<file path="config.mk">
export PLATFORM = sky130hd
export DESIGN_NAME = fbaa_queue
export DESIGN_NICKNAME = d
export VERILOG_FILES = /design/src/rtl/fbaa_pkg.sv /design/src/rtl/fbaa_queue.sv
export SDC_FILE = /design/constraint.sdc
export NUM_CORES = 1
export LEC_CHECK = 0
export ABC_AREA = 1
export BUFFER_PORTS_ARGS = -buffer_cell sky130_fd_sc_hd__clkbuf_2
export CAP_MARGIN = 20
export CORE_MARGIN = 2
export CORE_UTILIZATION = 51
export CTS_CLUSTER_SIZE = 40
export DETAILED_ROUTE_END_ITERATION = 8
export PLACE_DENSITY = 0.74
export SLEW_MARGIN = 20
export SYNTH_ARGS = -nofsm -noshare
export SYNTH_HDL_FRONTEND = slang
export SYNTH_SLANG_ARGS = --single-unit
</file>
<file path="constraint.sdc">
create_clock -name clk -period 2.36 [get_ports clk]
set_input_delay 0.118 -clock clk [delete_from_list [all_inputs] [get_ports clk]]
set_output_delay 0.118 -clock clk [all_outputs]
set_load 0.02 [all_outputs]
</file>
<file path="src/rtl/fbaa_pkg.sv">
// Shared types, constants and helpers for the flash block allocator.
// No dependencies; used by every module of the block.
package fbaa_pkg;

  localparam int FUNC_W  = 2;
  localparam int TYPE_W  = 4;
  localparam int BLK_W   = 10;
  localparam int ENTRY_W = 8;
  localparam int USED_W  = 11;
  localparam int AGE_W   = 4;

  localparam int DEF_BLOCK_COUNT     = 1024;
  localparam int DEF_PROTECTED_COUNT = 2;
  localparam int QUEUE_DEPTH         = 2;

  // Count saturates at the largest value the used counter can show.
  localparam int USED_MAX    = (1 << USED_W) - 1;
  // Free space is measured in sixteenths of the table.
  localparam int AVAIL_SLOTS = 16;

  localparam logic [AGE_W-1:0] AGE_IMMORTAL = 4'hF;
  localparam logic [AGE_W-1:0] AGE_BIRTH    = 4'b1100;
  localparam logic [AGE_W-1:0] AGE_NONE     = 4'h0;

  typedef enum logic [FUNC_W-1:0] {
    FUNC_ALLOC = 2'd0,
    FUNC_FREE  = 2'd1,
    FUNC_ROOT  = 2'd2,
    FUNC_LOAD  = 2'd3
  } func_t;

  typedef enum logic [2:0] {
    OP_ALLOC,
    OP_FREE,
    OP_ROOT,
    OP_LOAD,
    OP_REFUSE,
    OP_SKIP
  } op_t;

  typedef struct packed {
    op_t                op;
    logic [TYPE_W-1:0]  ftype;
    logic [BLK_W-1:0]   blk_id;
    logic [ENTRY_W-1:0] entry_value;
  } cmd_t;

  typedef enum logic [3:0] {
    ST_CLEAR,
    ST_IDLE,
    ST_SCAN,
    ST_AGE,
    ST_ALLOC_WR,
    ST_CHECK,
    ST_RMW,
    ST_DONE
  } state_t;

  // Age one entry: ages 1..14 drop by one, free and immortal ages hold.
  function automatic logic [ENTRY_W-1:0] age_entry(input logic [ENTRY_W-1:0] e);
    logic [ENTRY_W-1:0] r;
    r = e;
    if ((e[AGE_W-1:0] != AGE_NONE) && (e[AGE_W-1:0] != AGE_IMMORTAL)) begin
      r = e - ENTRY_W'(1);
    end
    return r;
  endfunction

endpackage

</file>
<file path="src/rtl/fbaa_queue.sv">
// Short command queue between the allocator front end and back end.
// Depends on fbaa_pkg.
module fbaa_queue (
  input  logic           clk,
  input  logic           rst_n,
  input  logic           push,
  input  fbaa_pkg::cmd_t push_cmd,
  output logic           full,
  input  logic           pop,
  output logic           empty,
  output fbaa_pkg::cmd_t head_cmd
);

  localparam int PW = (fbaa_pkg::QUEUE_DEPTH > 1) ? $clog2(fbaa_pkg::QUEUE_DEPTH) : 1;
  localparam int CW = $clog2(fbaa_pkg::QUEUE_DEPTH + 1);
  localparam logic [PW-1:0] LAST_PTR = PW'(fbaa_pkg::QUEUE_DEPTH - 1);

  fbaa_pkg::cmd_t slot_r [fbaa_pkg::QUEUE_DEPTH];
  logic [PW-1:0] wr_ptr_r, wr_ptr_nxt;
  logic [PW-1:0] rd_ptr_r, rd_ptr_nxt;
  logic [CW-1:0] count_r, count_nxt;
  logic          do_push, do_pop;

  assign full     = count_r == CW'(fbaa_pkg::QUEUE_DEPTH);
  assign empty    = count_r == '0;
  assign head_cmd = slot_r[rd_ptr_r];
  assign do_push  = push && !full;
  assign do_pop   = pop && !empty;

  always_comb begin
    wr_ptr_nxt = wr_ptr_r;
    rd_ptr_nxt = rd_ptr_r;
    count_nxt  = count_r;
    if (do_push) begin
      wr_ptr_nxt = (wr_ptr_r == LAST_PTR) ? '0 : wr_ptr_r + PW'(1);
    end
    if (do_pop) begin
      rd_ptr_nxt = (rd_ptr_r == LAST_PTR) ? '0 : rd_ptr_r + PW'(1);
    end
    if (do_push && !do_pop) begin
      count_nxt = count_r + CW'(1);
    end else if (do_pop && !do_push) begin
      count_nxt = count_r - CW'(1);
    end
  end

  always_ff @(posedge clk) begin
    if (!rst_n) begin
      wr_ptr_r <= '0;
      rd_ptr_r <= '0;
      count_r  <= '0;
    end else begin
      wr_ptr_r <= wr_ptr_nxt;
      rd_ptr_r <= rd_ptr_nxt;
      count_r  <= count_nxt;
    end
  end

  always_ff @(posedge clk) begin
    if (do_push) begin
      slot_r[wr_ptr_r] <= push_cmd;
    end
  end

endmodule

</file>
* Word-level counts from Yosys, hierarchy flattened
Memories as Yosys holds them, arrays and structs flattened. A register that Yosys moved wholly into a read port is not among the register bits.
Cells that the tools add are included.
** Word-level totals
- ROM bits :: 0
- Input port bits :: 29
- Memories :: 1
- Latch bits :: 0
- Register bits :: 4
- Memory bits (writable) :: 50
** Operators by class
- Add/sub/neg operators :: 4
- Magnitude comparators :: 0
- Shift operators :: 0
- Muxes and demuxes :: 8
- Reduce and logical (&&, ||, !) cells :: 10
- Multipliers :: 0
- Bitwise logic cells :: 0
- Div/mod/pow operators :: 0
- Equal/unequal tests :: 1
** Memory list
- slot_r :: depth 2, bits a word 25, rd ports 1, clocked after Yosys merged registers in 1, write ports 1, line fbaa_queue.sv:18 : fbaa_pkg::cmd_t slot_r [fbaa_pkg::QUEUE_DEPTH];
** Operators by type and width (number)
- 1-bit two-way mux :: 6
- 1-bit logical AND :: 4
- 1-bit zero test :: 4
- 2-bit two-way mux :: 2
- 1-bit adder (second input constant) :: 2
- 2-bit by 1-bit adder with 2-bit output (second input constant) :: 1
- 2-bit == test (second input constant) :: 1
- 2-bit zero test :: 1
- 2-bit nonzero test :: 1
- 2-bit by 1-bit subtractor with 2-bit output (second input constant) :: 1

* Longest topological paths before layout
- Word-level depth :: 7
- Mapped depth :: 10

* Worst setup path after synthesis
OpenSTA, ideal clock, no wires.
- Path type :: reg-to-reg
- Start :: register count_r[0]
- End :: memory slot_r[1][0] (netlist bit), enable pin
- Arrival :: 1.544 ns
- Stages on the path, launching flop included :: 3
- Library setup time :: 0.407 ns
- Clock period less this slack :: 1.951 ns
- Slack :: 0.409 ns
- Buffers on the path :: 0
- Path through :: dfxtp_1 -> o21ai_2 -> nor2_1
** On the way
- Cells in the longest elaborated chain, start to end :: 5
** RTL lines
- start: declaration :: line fbaa_queue.sv:21 : logic [CW-1:0] count_r, count_nxt;
- start signal: assignment :: line fbaa_queue.sv:55 : count_r <= count_nxt;
- 2-bit == test :: line fbaa_queue.sv:24 : assign full = count_r == CW'(fbaa_pkg::QUEUE_DEPTH);
- 1-bit zero test :: line fbaa_queue.sv:27 : assign do_push = push && !full;
- 1-bit logical AND :: line fbaa_queue.sv:27
- 1-bit two-way mux :: line fbaa_queue.sv:60 : if (do_push) begin
- 1-bit two-way mux (implied by the code) :: line fbaa_queue.sv:61 : slot_r[wr_ptr_r] <= push_cmd;
- end: declaration :: line fbaa_queue.sv:18
Every way passes these cells.

==> impl_metrics.toml <==
[grt]
grt_max_degree = 17
grtUsageTotal_pct = 16.4
grt_pass1_wl_um = 5360
grt_pass1_vias = 1155
antenna_found_initial = 0
grt_remaining_overflow = 0

[yosys]
avgSynthCellArea_um2 = 18.6
yosys-top-cells-area = "edfxtp_1 70%, mux2_4 14%, dfxtp_1 4.6%, mux2_2 2.6%, nor2_1 1.9%"
syn-cell-area_um2 = 2150
synth_top_area_share_pct = 69.7
syn_nets = 146
ys.warnings.count = 0
synth_cell_types = 15
ys_seq_area_share_pct = 74.3
synth_top_area_cell = "edfxtp_1"
synth_cells = 116
synth_seq_cells = 55

[floorplanning]
io_pins = 56
num_rows = 23
die_h_um = 69.0
core_area_um2 = 4030
initial_core_util_pct = 53.5
die_w_um = 69.0
dieArea_um2 = 4760

[pwr]
power_switching_share_pct = 31.0
comb_power_share_pct = 32.3
p_clk_share_pct = 19.0
p_seq_share_pct = 48.7
power_switching_uw = 825
power.total_uw = 2660
p_int_uw = 1840
peakVddDrop_uv = 667
power_leakage_uw = 0.00110
pwr_density_cell_nw_per_um2 = 1000

[worst_hold_path]
holdCritPathClass = "in -> reg"

[timing]
clock_skew_ns = 0.00566
report.final.setup_viol = 0
slew-limit-headroom_pct = 68.7
period_share_pct = 78.7
maxSlewViolCount = 0
hold_viol = 0
max_freq_ghz = 0.538
max_slew.worst_pin.slew_ns = 0.469
finalSetupTns_ns = 0
rsz0062_at_grt = "false"
fin_crit_ns = 1.86

[routing]
totalWireLength_um = 3510
vias_per_cell = 4.79
post_drt_wl_per_cell_um = 14.6
ant_nets = 0
drt_first_iter_violations = 66
drc = 0
num_vias = 1150
dr.pass1.iters = 4

[cts]
clock-root-buffer = "clkbuf_8"
cts_tree = "done"
cts_buffers = 5
cts_num_sinks = 55
clockBufferDepth = 2
clk-insertion-delay-late_ns = 0.30
post-cts-setup-buffers = 0
path_clk_slew_ns = 0.09
htreeDepth = 2

[worst_setup_path]
start_kind = "flop"
required_ns = 2.24
cp_max_fo = 9
crit_arrival_ns = 1.74
crit_type = "reg -> out"
endpoint_kind = "output port"

[layout]
final-seq-area_um2 = 1600
multi_input_area_um2 = 473
antenna_cells = 0
final.fill_count = 314
area_growth_pct = 23.5
fin_cells = 240
nNetsFinal = 219
drive_gt1_share_pct = 50.0

[outcome]
outcome = "completed"

[place]
dpl.hpwl_um = 2580
dp_cells = 224
gp_congestion = 0.689
numPortBuffers = 55

[job]
drv_cap = 0
## synthesized netlist by cell type
master    count
a21oi_1       1
buf_12        2
buf_6         1
dfxtp_1       5
edfxtp_1     50
ha_1          1
inv_1         9
mux2_2        5
mux2_4       20
nand2_1       6
nand3_1       1
nand4_1       1
nor2_1       11
o21ai_0       2
o21ai_2       1
## critical path: stages, from the launching register on
cell	delay, ns
dfxtp_1	0.62
buf_4	0.30
mux2_2	0.36
clkbuf_2	0.16
## cell families (layout without fill, tap and decap cells)
| logic type | after synthesis | in the layout | synth area share [%] |
|---|---|---|---|
| AND/OR/NAND/NOR | 19 | 19 | 3.48 |
| buffers and inverters | 12 | 86 | 3.95 |
| multiplexers | 25 | 25 | 16.6 |
| AO/OA/AOI/OAI | 4 | 4 | 1.10 |
| flip-flops | 55 | 55 | 74.3 |
| adder cells (fa/ha/maj) | 1 | 1 | 0.581 |
## routing by layer
metal / GRT usage (%) / up-vias / wire length [µm]
met5: 0 / - / 0
met4: 6.86 / 0 / 62
met3: 5.52 / 9 / 232
met2: 28.2 / 36 / 1870
met1: 18.7 / 540 / 1340
li1: - / 565 / -
## cells in the final DEF, fill, tap and decap left out, drive strengths merged
cell type and instances:
o21ai 3, buf 6, ha 1, nand4 1, edfxtp 50, a21oi 1, dlygate4sd3 8, mux2 25
clkinv 1, clkbuf 62, dfxtp 5, inv 9, nand2 6, nand3 1, nor2 11
## state kept, by name (all words and copies together), names as in the netlist, named ones only
signal,count
slot_r,50
count_r,2
rd_ptr_r,1
wr_ptr_r,1
## path summary, 6_finish.rpt
kind	start	end	slack (ns)	cells after the start
setup reg to reg	count_r[1]	count_r[1]	0.79	9
hold reg to reg	rd_ptr_r	rd_ptr_r	0.51	2
hold / removal	push_cmd[13]	slot_r[1][13]	0.009	1
setup / recovery	flop	head_cmd[9]	0.50	3
## power groups by stage
stage                     clock network (µW)  registers [µW]  logic, µW
after floorplan                            0            1300        657
after global placement                     0            1310        824
after detailed placement                   0            1330        859
after CTS                                523            1300        871
after global routing                     557            1310        933
final                                    505            1300        861
## layout make-up
| type | instances | share of cell area (%) |
|---|---|---|
| Clock inverter | 1 | 0.141 |
| Sequential cell | 55 | 60.2 |
| Timing Repair Buffer | 69 | 15.0 |
| Inverter | 9 | 1.27 |
| Multi-Input combinational cell | 49 | 17.8 |
| Tap cell | 50 | 2.35 |
| Clock buffer | 7 | 3.24 |
## per-stage QoR
stage	hold slack, ns	instance area, µm²	worst slack (ns)	util [%]
after global routing	0.000461	2660	0.379	66.1
after floorplan	0.217	2150	0.409	-
final	0.00913	2660	0.502	66.1
after CTS	0.00145	2660	0.476	66.1
after global placement	0.308	2490	0.862	61.8
after detailed placement	0.311	2490	0.806	61.8
## timing repair
action                                 CTS  global route
hold buffers                             8             0
endpoints found under the hold margin   14             0
gates resized for setup                  0             0
No activity file was read; power rests on OpenSTA's default activity.
